`config.mk`:
```
export PLATFORM = sky130hd
export DESIGN_NAME = energy_vad_silence_timeout_top
export DESIGN_NICKNAME = d
export VERILOG_FILES = /design/src/rtl/evst_pkg.sv /design/src/rtl/energy_vad_silence_timeout_top.sv /design/src/rtl/evst_div.sv /design/src/rtl/evst_sqrt.sv /design/src/rtl/evst_dp.sv /design/src/rtl/evst_ctrl.sv
export SDC_FILE = /design/constraint.sdc
export NUM_CORES = 1
export LEC_CHECK = 0
export BUFFER_PORTS_ARGS = -buffer_cell sky130_fd_sc_hd__buf_4
export CAP_MARGIN = 20
export CORE_MARGIN = 5
export CORE_UTILIZATION = 55
export DETAILED_ROUTE_END_ITERATION = 16
export PLACE_DENSITY = 0.71
export SETUP_SLACK_MARGIN = 0.02
export SYNTH_ARGS = -nofsm -noshare
export SYNTH_HDL_FRONTEND = slang
export SYNTH_HIERARCHICAL = 1
export SYNTH_SLANG_ARGS = --single-unit
```
`constraint.sdc`:
```
create_clock -name clk -period 10.18 [get_ports clk]
set_input_delay 0.509 -clock clk [delete_from_list [all_inputs] [get_ports clk]]
set_output_delay 0.509 -clock clk [all_outputs]
set_load 0.005 [all_outputs]
```
`src/rtl/evst_pkg.sv`:
```
// Shared types, constants and widths for the energy VAD with silence timeout.
package evst_pkg;

  localparam int SMP_W = 16;
  localparam int RMS_W = 16;
  localparam int RAD_W = 2 * RMS_W;
  localparam int CFG_IDX_W = 2;

  localparam int BLOCK_MAX_DEF = 4096;
  localparam int CAL_MAX_DEF = 1024;
  localparam int START_DELAY_DEF = 200;

  localparam logic [RMS_W-1:0] CAL_OFFSET = 16'd500;
  localparam logic [15:0] THRESHOLD_RST = 16'd500;
  localparam logic [15:0] SIL_TICKS_RST = 16'd1000;
  localparam logic [15:0] CAL_TICKS_RST = 16'd3000;

  localparam logic [CFG_IDX_W-1:0] CFG_THRESHOLD = 2'd0;
  localparam logic [CFG_IDX_W-1:0] CFG_SIL_TICKS = 2'd1;
  localparam logic [CFG_IDX_W-1:0] CFG_CAL_TICKS = 2'd2;

  typedef enum logic [1:0] {
    OP_SAMPLE = 2'd0,
    OP_TICK   = 2'd1,
    OP_ARM    = 2'd2,
    OP_CAL    = 2'd3
  } evst_op_t;

  typedef enum logic [1:0] {
    KIND_RMS  = 2'd0,
    KIND_STOP = 2'd1,
    KIND_THR  = 2'd2
  } evst_kind_t;

  typedef struct packed {
    logic [1:0]              cmd;
    logic signed [SMP_W-1:0] sample;
    logic                    block_end;
  } evst_in_t;

  typedef struct packed {
    logic [1:0]       kind;
    logic [RMS_W-1:0] value;
  } evst_out_t;

  typedef struct packed {
    logic       load;
    logic       exec;
    logic       div_start;
    logic       div_cal;
    logic       sqrt_start;
    logic       emit;
    evst_kind_t emit_kind;
  } evst_cmd_t;

  typedef struct packed {
    evst_op_t op;
    logic     block_close;
    logic     sil_expire;
    logic     cal_end;
    logic     cal_empty;
    logic     div_done;
    logic     sqrt_done;
    logic     out_busy;
  } evst_stat_t;

endpackage

```
`src/rtl/energy_vad_silence_timeout_top.sv`:
```
// Top level: RMS energy voice activity detector with silence timeout and calibration.
//
// Input channel (in_valid/in_ready/in_data) carries one request: a sample, a time
// tick, an arm command or a calibration start. Output channel (out_valid/out_ready/
// out_data) carries a block RMS, a silence stop or a calibrated threshold; a
// request yields at most one result. Config channel (cfg_valid/cfg_ready,
// cfg_index, cfg_data) writes threshold, silence ticks and calibration ticks;
// cfg_ready is always high; the user must make writes while the block is idle,
// as the block itself does not enforce this. One request is in flight at a time.
// A block-closing sample goes through a restoring divider producing one quotient
// bit per cycle (quotient width 43 at the default BLOCK_MAX), then a square root
// producing one root bit per cycle. A calibration end with blocks uses the
// divider alone. The result sits in an output register; the next request is
// taken while it waits, and a later result holds in the controller until that
// register frees. Reset (rst, synchronous) restores the register defaults and
// clears every mode, the block accumulator and the output register.
module energy_vad_silence_timeout_top import evst_pkg::*; #(
  parameter int BLOCK_MAX   = BLOCK_MAX_DEF,
  parameter int CAL_MAX     = CAL_MAX_DEF,
  parameter int START_DELAY = START_DELAY_DEF
) (
  input  logic                 clk,
  input  logic                 rst,
  input  logic                 in_valid,
  output logic                 in_ready,
  input  evst_in_t             in_data,
  output logic                 out_valid,
  input  logic                 out_ready,
  output evst_out_t            out_data,
  input  logic                 cfg_valid,
  output logic                 cfg_ready,
  input  logic [CFG_IDX_W-1:0] cfg_index,
  input  logic [15:0]          cfg_data
);

  evst_cmd_t  cmd;
  evst_stat_t stat;

  assign cfg_ready = 1'b1;

  evst_ctrl u_ctrl (
    .clk      (clk),
    .rst      (rst),
    .in_valid (in_valid),
    .in_ready (in_ready),
    .stat     (stat),
    .cmd      (cmd)
  );

  evst_dp #(
    .BLOCK_MAX   (BLOCK_MAX),
    .CAL_MAX     (CAL_MAX),
    .START_DELAY (START_DELAY)
  ) u_dp (
    .clk       (clk),
    .rst       (rst),
    .in_data   (in_data),
    .out_data  (out_data),
    .out_valid (out_valid),
    .out_ready (out_ready),
    .cfg_valid (cfg_valid),
    .cfg_index (cfg_index),
    .cfg_data  (cfg_data),
    .cmd       (cmd),
    .stat      (stat)
  );

`ifndef NO_ASSERTIONS
  a_no_overwrite: assert property (@(posedge clk) disable iff (rst)
    cmd.emit |-> !(out_valid && !out_ready))
    else $error("result written over a pending one");

  a_one_in_flight: assert property (@(posedge clk) disable iff (rst)
    (in_valid && in_ready) |=> !in_ready)
    else $error("request taken while another is in flight");

  a_stop_zero: assert property (@(posedge clk) disable iff (rst)
    (out_valid && out_data.kind == KIND_STOP) |-> out_data.value == '0)
    else $error("silence stop carries a nonzero value");
`endif

endmodule

```
`src/rtl/evst_div.sv`:
```
// Restoring divider, one quotient bit per cycle.
module evst_div import evst_pkg::*; #(
  parameter int DVD_W = 43,
  parameter int DVS_W = 13
) (
  input  logic             clk,
  input  logic             rst,
  input  logic             start,
  input  logic [DVD_W-1:0] dividend,
  input  logic [DVS_W-1:0] divisor,
  output logic             done,
  output logic [DVD_W-1:0] quotient
);

  localparam int CNT_W = $clog2(DVD_W + 1);

  logic             busy;
  logic [CNT_W-1:0] cnt;
  logic [DVD_W-1:0] q;
  logic [DVS_W-1:0] rem;
  logic [DVS_W-1:0] dvs;
  logic [DVS_W:0]   rem_sh;
  logic             ge;

  assign rem_sh   = {rem, q[DVD_W-1]};
  assign ge       = rem_sh >= {1'b0, dvs};
  assign quotient = q;

  always_ff @(posedge clk) begin
    if (rst) begin
      busy <= 1'b0;
      done <= 1'b0;
      cnt  <= '0;
    end else begin
      done <= 1'b0;
      if (start) begin
        busy <= 1'b1;
        cnt  <= CNT_W'(DVD_W);
      end else if (busy) begin
        cnt <= cnt - 1'b1;
        if (cnt == CNT_W'(1)) begin
          busy <= 1'b0;
          done <= 1'b1;
        end
      end
    end
  end

  always_ff @(posedge clk) begin
    if (start) begin
      q   <= dividend;
      rem <= '0;
      dvs <= divisor;
    end else if (busy) begin
      q   <= {q[DVD_W-2:0], ge};
      rem <= ge ? DVS_W'(rem_sh - {1'b0, dvs}) : DVS_W'(rem_sh);
    end
  end

endmodule

```
`src/rtl/evst_sqrt.sv`:
```
// Digit-by-digit integer square root, one root bit per cycle.
module evst_sqrt import evst_pkg::*; (
  input  logic             clk,
  input  logic             rst,
  input  logic             start,
  input  logic [RAD_W-1:0] radicand,
  output logic             done,
  output logic [RMS_W-1:0] root
);

  localparam int CNT_W = $clog2(RMS_W + 1);
  localparam int REM_W = RMS_W + 2;

  logic             busy;
  logic [CNT_W-1:0] cnt;
  logic [RAD_W-1:0] rad;
  logic [REM_W-1:0] rem;
  logic [REM_W+1:0] rem_sh;
  logic [REM_W+1:0] trial;
  logic             ge;

  assign rem_sh = {rem, rad[RAD_W-1 -: 2]};
  assign trial  = (REM_W + 2)'({root, 2'b01});
  assign ge     = rem_sh >= trial;

  always_ff @(posedge clk) begin
    if (rst) begin
      busy <= 1'b0;
      done <= 1'b0;
      cnt  <= '0;
    end else begin
      done <= 1'b0;
      if (start) begin
        busy <= 1'b1;
        cnt  <= CNT_W'(RMS_W);
      end else if (busy) begin
        cnt <= cnt - 1'b1;
        if (cnt == CNT_W'(1)) begin
          busy <= 1'b0;
          done <= 1'b1;
        end
      end
    end
  end

  always_ff @(posedge clk) begin
    if (start) begin
      rad  <= radicand;
      rem  <= '0;
      root <= '0;
    end else if (busy) begin
      rad  <= {rad[RAD_W-3:0], 2'b00};
      rem  <= ge ? REM_W'(rem_sh - trial) : REM_W'(rem_sh);
      root <= {root[RMS_W-2:0], ge};
    end
  end

endmodule

```
`src/rtl/evst_dp.sv`:
```
// Datapath: config registers, block accumulator, timers, calibration, result register.
module evst_dp import evst_pkg::*; #(
  parameter int BLOCK_MAX   = BLOCK_MAX_DEF,
  parameter int CAL_MAX     = CAL_MAX_DEF,
  parameter int START_DELAY = START_DELAY_DEF
) (
  input  logic                 clk,
  input  logic                 rst,
  input  evst_in_t             in_data,
  output evst_out_t            out_data,
  output logic                 out_valid,
  input  logic                 out_ready,
  input  logic                 cfg_valid,
  input  logic [CFG_IDX_W-1:0] cfg_index,
  input  logic [15:0]          cfg_data,
  input  evst_cmd_t            cmd,
  output evst_stat_t           stat
);

  localparam int CNT_W  = $clog2(BLOCK_MAX + 1);
  localparam int SUM_W  = CNT_W + 2 * SMP_W - 2;
  localparam int CALN_W = $clog2(CAL_MAX + 1);
  localparam int TOT_W  = CALN_W + RMS_W - 1;
  localparam int DVD_W  = (SUM_W > TOT_W) ? SUM_W : TOT_W;
  localparam int DVS_W  = (CNT_W > CALN_W) ? CNT_W : CALN_W;

  logic [15:0]        threshold;
  logic [15:0]        sil_ticks;
  logic [15:0]        cal_ticks;
  evst_in_t           item;
  logic [2*SMP_W-1:0] sq;
  logic [SUM_W-1:0]   sum;
  logic [CNT_W-1:0]   count;
  logic               vad_armed;
  logic [15:0]        sil_left;
  logic               sil_running;
  logic [7:0]         arm_left;
  logic               calibrating;
  logic [15:0]        cal_left;
  logic [TOT_W-1:0]   rms_total;
  logic [CALN_W-1:0]  rms_blocks;

  evst_op_t           op;
  logic [SMP_W-1:0]   mag;
  logic [SUM_W-1:0]   sum_new;
  logic [CNT_W-1:0]   count_new;
  logic               block_close;
  logic               sil_expire;
  logic               cal_end;
  logic [DVD_W-1:0]   div_dvd;
  logic [DVS_W-1:0]   div_dvs;
  logic [DVD_W-1:0]   div_q;
  logic               div_done;
  logic [RMS_W-1:0]   root;
  logic               sqrt_done;
  logic [RMS_W:0]     thr_sum;
  logic [RMS_W-1:0]   thr;
  logic [RMS_W-1:0]   emit_value;

  assign op          = evst_op_t'(item.cmd);
  assign mag         = in_data.sample[SMP_W-1] ? SMP_W'(-in_data.sample)
                                               : SMP_W'(in_data.sample);
  assign sum_new     = sum + SUM_W'(sq);
  assign count_new   = count + 1'b1;
  assign block_close = item.block_end || (count_new == CNT_W'(BLOCK_MAX));
  assign sil_expire  = sil_running && (sil_left <= 16'd1);
  assign cal_end     = !sil_expire && calibrating && (cal_left <= 16'd1);

  assign div_dvd = cmd.div_cal ? DVD_W'(rms_total) : DVD_W'(sum_new);
  assign div_dvs = cmd.div_cal ? DVS_W'(rms_blocks) : DVS_W'(count_new);

  assign thr_sum = {1'b0, div_q[RMS_W-1:0]} + {1'b0, CAL_OFFSET};
  assign thr     = thr_sum[RMS_W] ? '1 : thr_sum[RMS_W-1:0];

  always_comb begin
    case (cmd.emit_kind)
      KIND_RMS: emit_value = root;
      KIND_THR: emit_value = (rms_blocks != '0) ? thr : '0;
      default:  emit_value = '0;
    endcase
  end

  assign stat.op          = op;
  assign stat.block_close = block_close;
  assign stat.sil_expire  = sil_expire;
  assign stat.cal_end     = cal_end;
  assign stat.cal_empty   = (rms_blocks == '0);
  assign stat.div_done    = div_done;
  assign stat.sqrt_done   = sqrt_done;
  assign stat.out_busy    = out_valid && !out_ready;

  evst_div #(
    .DVD_W(DVD_W),
    .DVS_W(DVS_W)
  ) u_div (
    .clk      (clk),
    .rst      (rst),
    .start    (cmd.div_start),
    .dividend (div_dvd),
    .divisor  (div_dvs),
    .done     (div_done),
    .quotient (div_q)
  );

  evst_sqrt u_sqrt (
    .clk      (clk),
    .rst      (rst),
    .start    (cmd.sqrt_start),
    .radicand (RAD_W'(div_q)),
    .done     (sqrt_done),
    .root     (root)
  );

  always_ff @(posedge clk) begin
    if (cmd.load) begin
      item <= in_data;
      sq   <= mag * mag;
    end
    if (cmd.emit) begin
      out_data.kind  <= cmd.emit_kind;
      out_data.value <= emit_value;
    end
  end

  always_ff @(posedge clk) begin
    if (rst) begin
      threshold   <= THRESHOLD_RST;
      sil_ticks   <= SIL_TICKS_RST;
      cal_ticks   <= CAL_TICKS_RST;
      sum         <= '0;
      count       <= '0;
      vad_armed   <= 1'b0;
      sil_left    <= '0;
      sil_running <= 1'b0;
      arm_left    <= '0;
      calibrating <= 1'b0;
      cal_left    <= '0;
      rms_total   <= '0;
      rms_blocks  <= '0;
      out_valid   <= 1'b0;
    end else begin
      if (cfg_valid) begin
        case (cfg_index)
          CFG_THRESHOLD: threshold <= cfg_data;
          CFG_SIL_TICKS: sil_ticks <= cfg_data;
          CFG_CAL_TICKS: cal_ticks <= cfg_data;
          default: ;
        endcase
      end

      if (cmd.exec) begin
        case (op)
          OP_SAMPLE: begin
            if (block_close) begin
              sum   <= '0;
              count <= '0;
            end else begin
              sum   <= sum_new;
              count <= count_new;
            end
          end
          OP_TICK: begin
            if (sil_expire || cal_end) begin
              vad_armed   <= 1'b0;
              sil_running <= 1'b0;
              sil_left    <= '0;
              arm_left    <= '0;
              calibrating <= 1'b0;
              cal_left    <= '0;
            end else begin
              if (sil_running) sil_left <= sil_left - 1'b1;
              if (calibrating) cal_left <= cal_left - 1'b1;
              if (arm_left != '0) begin
                arm_left <= arm_left - 1'b1;
                if (arm_left == 8'd1) begin
                  sil_running <= 1'b1;
                  sil_left    <= sil_ticks;
                end
              end
            end
          end
          OP_ARM: begin
            vad_armed <= 1'b1;
            arm_left  <= 8'(START_DELAY);
            if (START_DELAY == 0) begin
              sil_running <= 1'b1;
              sil_left    <= sil_ticks;
            end
          end
          OP_CAL: begin
            calibrating <= 1'b1;
            rms_total   <= '0;
            rms_blocks  <= '0;
            cal_left    <= cal_ticks;
          end
        endcase
      end

      if (cmd.emit) begin
        out_valid <= 1'b1;
        if (cmd.emit_kind == KIND_RMS) begin
          if (vad_armed && ((root >= threshold) || !sil_running)) begin
            sil_running <= 1'b1;
            sil_left    <= sil_ticks;
          end
          if (calibrating && (rms_blocks < CALN_W'(CAL_MAX))) begin
            rms_total  <= rms_total + TOT_W'(root);
            rms_blocks <= rms_blocks + 1'b1;
          end
        end else if (cmd.emit_kind == KIND_THR && rms_blocks != '0) begin
          threshold <= thr;
        end
      end else if (out_ready) begin
        out_valid <= 1'b0;
      end
    end
  end

endmodule

```
`src/rtl/evst_ctrl.sv`:
```
// Controller: sequences request decode, divide, square root and result hand-off.
module evst_ctrl import evst_pkg::*; (
  input  logic       clk,
  input  logic       rst,
  input  logic       in_valid,
  output logic       in_ready,
  input  evst_stat_t stat,
  output evst_cmd_t  cmd
);

  typedef enum logic [2:0] {
    S_IDLE,
    S_EXEC,
    S_DIV,
    S_SQRT,
    S_EMIT
  } state_t;

  state_t     state, state_next;
  logic       div_cal, div_cal_next;
  evst_kind_t kind, kind_next;

  always_comb begin
    state_next    = state;
    div_cal_next  = div_cal;
    kind_next     = kind;
    in_ready      = 1'b0;
    cmd           = '0;
    cmd.emit_kind = kind;
    unique case (state)
      S_IDLE: begin
        in_ready = 1'b1;
        if (in_valid) begin
          cmd.load   = 1'b1;
          state_next = S_EXEC;
        end
      end
      S_EXEC: begin
        cmd.exec   = 1'b1;
        state_next = S_IDLE;
        if (stat.op == OP_SAMPLE && stat.block_close) begin
          cmd.div_start = 1'b1;
          div_cal_next  = 1'b0;
          kind_next     = KIND_RMS;
          state_next    = S_DIV;
        end else if (stat.op == OP_TICK && stat.sil_expire) begin
          kind_next  = KIND_STOP;
          state_next = S_EMIT;
        end else if (stat.op == OP_TICK && stat.cal_end) begin
          kind_next = KIND_THR;
          if (stat.cal_empty) begin
            state_next = S_EMIT;
          end else begin
            cmd.div_start = 1'b1;
            cmd.div_cal   = 1'b1;
            div_cal_next  = 1'b1;
            state_next    = S_DIV;
          end
        end
      end
      S_DIV: begin
        if (stat.div_done) begin
          if (div_cal) begin
            state_next = S_EMIT;
          end else begin
            cmd.sqrt_start = 1'b1;
            state_next     = S_SQRT;
          end
        end
      end
      S_SQRT: begin
        if (stat.sqrt_done) state_next = S_EMIT;
      end
      S_EMIT: begin
        if (!stat.out_busy) begin
          cmd.emit   = 1'b1;
          state_next = S_IDLE;
        end
      end
      default: state_next = S_IDLE;
    endcase
  end

  always_ff @(posedge clk) begin
    if (rst) begin
      state   <= S_IDLE;
      div_cal <= 1'b0;
      kind    <= KIND_RMS;
    end else begin
      state   <= state_next;
      div_cal <= div_cal_next;
      kind    <= kind_next;
    end
  end

endmodule

```
# --- Word level (Yosys, flattened, before mapping) ---
# Cells that the tools add are included.
# Widths: inputs -> output; s select.
totals:
  regBits: 394
  in_bits: 42
  out_inout_bits: 21
  word_cells: 226
op_classes:
  n_addsub: 13
  multipliers: 1
  order_cmp: 6
  eq_ne: 23
  n_mux: 100
  bitwise: 2
  reduce_logical: 44
op_table:
  columns: ["cell", "n"]
  rows:
  - ["$mux 16", 19]
  - ["$mux 43", 4]
  - ["$mux 26", 5]
  - ["$mux 11", 6]
  - ["$mux 32", 2]
  - ["$pmux 16 s2", 2]
  - ["$add 43x32->43", 1]
  - ["$mux 1", 33]
  - ["$le 16x1->1 const B", 2]
  - ["$mul 16x16->32", 1]
  - ["$sub 16x1->16 const B", 2]
  - ["$mux 3", 10]
  - ["$add 26x16->26", 1]
  - ["$mux 13", 2]
  - ["$ge 20x18->1", 1]
  - ["$mux 18", 1]
  - ["$sub 18x18->18", 1]
  - ["$add 16x9->17 const B", 1]
  - ["$ge 16x16->1", 1]
  - ["$mux 8", 2]
  - ["$neg 16->16", 1]
  - ["$pmux 8 s2", 1]
  - ["$pmux 3 s5", 1]
  - ["$ge 14x13->1", 1]
  - ["39 further kinds", 88]

# --- Longest topological paths before layout ---
depth:
  word_depth: 14
  mapped_depth: 31
  mapped_depth_nobuf: 30

# --- Modules after synthesis ---
# The synthesis kept the hierarchy.
modules_own_cells:
  columns: ["mod", "instances", "cells_per_inst", "area_each_um2", "seq_area_each_um2"]
  rows:
  - ["evst_dp", 1, 2689, 21715.8, 5265.0]
  - ["evst_sqrt", 1, 391, 3908.7, 1781.7]
  - ["evst_div", 1, 317, 3893.7, 2102.0]
  - ["evst_ctrl", 1, 51, 427.9, 120.1]
  - ["energy_vad_silence_timeout_top", 1, 2, 11.3, 0.0]

# --- Least setup slack after synthesis ---
# Ideal clock, no wire load.
synth_timing:
  path_type: "in2reg"
  start: "input in_data[1] (netlist bit)"
  end: "register u_dp.sq[31] (data pin)"
  setup_time_ps: 259
  t_arrival_ps: 7660
  required_time_ps: 9921
  path_slack_ps: 2261
  stages: 30
  path_buffers: 1
  path_cell_list: "clkinv_1 clkbuf_1 ha_1 nand2_1 o31ai_1 xnor2_1 inv_1 nor2_1 inv_1 fa_1 inv_1 fa_1 inv_1 fa_1 inv_1 fa_1 fa_1 inv_1 fa_1 inv_1 ha_1 a21o_1 a21o_1 a21oi_1 o21ai_0 or3b_2 a31oi_1 o21ai_0 a21oi_1 xnor2_1"
synth_via:
  elab_chain_len: 3
synth_rtl:
  columns: ["item", "line_no", "text"]
  rows:
  - ["from (decl)", "energy_vad_silence_timeout_top.sv:26", "input evst_in_t in_data,"]
  - ["$neg 16->16", "evst_dp.sv:61", "assign mag = in_data.sample[SMP_W-1] ? SMP_W'(-in_data.sample)"]
  - ["$mux 16 (*)", "evst_dp.sv:61", null]
  - ["$mul 16x16->32 (*)", "evst_dp.sv:117", "sq <= mag * mag;"]
  - ["to (signal assigned)", "evst_dp.sv:117", null]
  - ["to (decl)", "evst_dp.sv:31", "logic [2*SMP_W-1:0] sq;"]
# Every way passes the cells marked *; elsewhere a longest branch is shown, timed or not.
# A chain may end at the register's enable or synchronous reset.

# --- Final worst setup path ---
# Same ends and word-level chain as after synthesis.

==> run metrics <==
status=finished clean; die height=243 um; clk_lat worst skew=580 ps; initial antenna violation count=1; vias per inst=5.92; Syn-to-layout area delta=8.43%; worst hold margin=124 ps; GRT overflow=0; post-layout util=60.2%; wire length after detailed routing=74700 um; CP bufs+invs=6; share of layout cells above drive strength 1=8.84%; core box area=53900 um^2; fin area=32500 um^2; PwrDens=303 nW/um^2; CTS Root Cell=clkbuf_16; YS warnings=6; Post-synth top flop=dfxtp_1; switching power=0.00421 W; CTS tree=done; register bit total from synthesis=393; Avg Inst Size Synth=8.68 um^2; die width=243 um; Post-synth EDFFs=140; largest net degree at the start of global routing=154; CP arrival=8470 ps; GRT Total Usage=24.6%; Post-Syn Instances=3450; WS Path Type=in -> reg; Netlist Area Pre-Place=30000 um^2; Critical Path Max Stage Delay=550 ps; H-tree levels=2; number of global-route vias before repair=24500; CP top delay family=adder cells; ys async rst share=0%; # diodes=0; I/O pin total=63; global-route wire length before repair=123000 um; critical path capture point type=register; CP max stage cell=fa_1; Max Clk Rate=0.123 GHz; final worst-path cycle share=80.1%; ANT nets after route=0; sequential power share=21.4%; Logic pwr share=60.8%; most frequent CP cell=fa_1; count of different cell masters after synthesis=105; number of core rows=85; maxcap violations=0; Pint=0.00563 W; RSZ-0062 raised after global routing=no; TritonCTS Sinks=393; Starting Density=55.6%; Final TNS setup=0 ps; wire length per cell=18.0 um; Post-CTS Resized=0; Setup Skew=23.5 ps; IO Port Bufs=61; post-layout net count=3843; Final Hold Vio Count=0; switching share of power=42.8%; Via Count=24600; clk buf depth=3; routability cong.=0.941; residual DRC count=0; cts hold-fix bufs=0; CTS Buf Count=46; Clock Power Share=17.8%; CP Data Required Time=10500 ps; CTS clk-pin slew, worst paths=60 ps; hold crit path type=in -> reg; post-CTS setup buffers=0; Max Transition Viols Final=0; type of origin of the critical path=input pin; LEAKAGE=13.8 nW; fin crit period=8150 ps; Rel. slew slack=25.3%; final setup vio count=0; Worst Tran Pin Value=1110 ps; Final HPWL DP=55700 um; share of the yosys chip area belonging to registers=30.9%; die area=59200 um^2; number of DRC markers in iteration 0=1788; peak supply drop=0.000861 V; Post-DP Area=30800 um^2; Pre-Repair DR Iteration Count=6; CP max FO=18
-- power by group through the flow --
stage / clock network [W] / logic [W] / registers, W
4_1_cts: 0.00179 / 0.00603 / 0.00211
3_5_place_dp: 0 / 0.00599 / 0.00214
5_1_grt: 0.00185 / 0.00689 / 0.00212
2_1_floorplan: 0 / 0.00475 / 0.00211
6_report: 0.00175 / 0.00598 / 0.00211
3_3_place_gp: 0 / 0.00588 / 0.00214
-- cells in the mapped netlist, drive strengths merged, types with 78 or more instances --
cell type / number / area [um^2]
edfxtp: 140 / 4200
dfxtp: 253 / 5060
clkbuf: 131 / 493
nand2: 388 / 1470
xnor2: 88 / 771
mux2: 78 / 878
fa: 168 / 3360
nor2: 330 / 1240
ha: 206 / 2580
o21ai: 206 / 1050
inv: 348 / 1310
a21oi: 234 / 1170
-- state kept, by name, summed over array words and instances, names as in the netlist, 18 cells and up --
register / cells
u_dp/out_data: 18
u_dp/sum: 43
u_dp/sq: 31
u_dp/u_sqrt/rad: 32
u_dp/u_sqrt/rem: 18
u_dp/rms_total: 26
u_dp/u_div/quotient: 43
-- routing by layer --
metal / global-route usage, % / routed length, um / vias to the layer above
met5: 0 / 0 / -
met1: 31.1 / 31100 / 11900
met3: 3.29 / 3960 / 180
li1: - / - / 11800
met2: 43.2 / 36800 / 758
met4: 9.28 / 2930 / 0
-- metrics by stage --
stage                     setup slack (ps)  power [W]  std cells
after global placement                1660    0.00802       4072
after floorplan                       2260    0.00685       3460
final                                 2030    0.00983       4158
after global routing                  1430     0.0109       4158
after detailed placement              1480    0.00813       4073
after CTS                             2080    0.00993       4156
-- worst paths after layout --
| kind | startpoint | to | slack (ps) | depth (start not counted) |
|---|---|---|---|---|
| setup / recovery | in_data[1] | u_dp/sq[31] | 2030 | 26 |
| hold / removal | in_data[17] | u_dp/op[0] | 120 | 1 |
| setup reg to reg | u_dp/count[0] | u_dp/u_div/quotient[35] | 5190 | 13 |
| hold reg to reg | u_dp/sum[28] | u_dp/sum[28] | 450 | 2 |
-- final cells by class --
| class | count | area [um^2] |
|---|---|---|
| fill | 4648 | 21400 |
| multi-input combinational | 2544 | 18700 |
| sequential | 393 | 9270 |
| inverter | 351 | 1320 |
| clock buffer | 57 | 1240 |
| tap | 696 | 871 |
| timing repair buffer | 91 | 736 |
| clock inverter | 26 | 355 |
-- cells by family (layout without fill, tap and decap cells) --
logic type               Yosys count  after routing  synth area share, %
flip-flops                       393            393                 30.9
other                              3             13               0.0376
multiplexers                     114            114                 4.13
AO/OA/AOI/OAI                    750            750                 15.8
adder cells (fa/ha/maj)          374            374                 19.8
XOR/XNOR                         149            149                 4.36
AND/OR/NAND/NOR                 1144           1144                 18.0
buffers and inverters            523            525                 6.92
-- placed cells by master (no fill, tap or decap), types with 61 or more instances in the layout --
cell type / netlist / routed
o21ai_0: 183 / 183
dfxtp_1: 253 / 252
fa_1: 168 / 168
buf_4: 11 / 88
ha_1: 206 / 206
nand3_1: 76 / 76
xor2_1: 61 / 61
xnor2_1: 88 / 88
mux2_2: 78 / 78
inv_1: 344 / 343
nor2_1: 329 / 328
a21oi_1: 233 / 232
nor3_1: 73 / 73
nand2_1: 382 / 382
edfxtp_1: 140 / 140
Note: power is estimated with default switching activity, not from simulation.
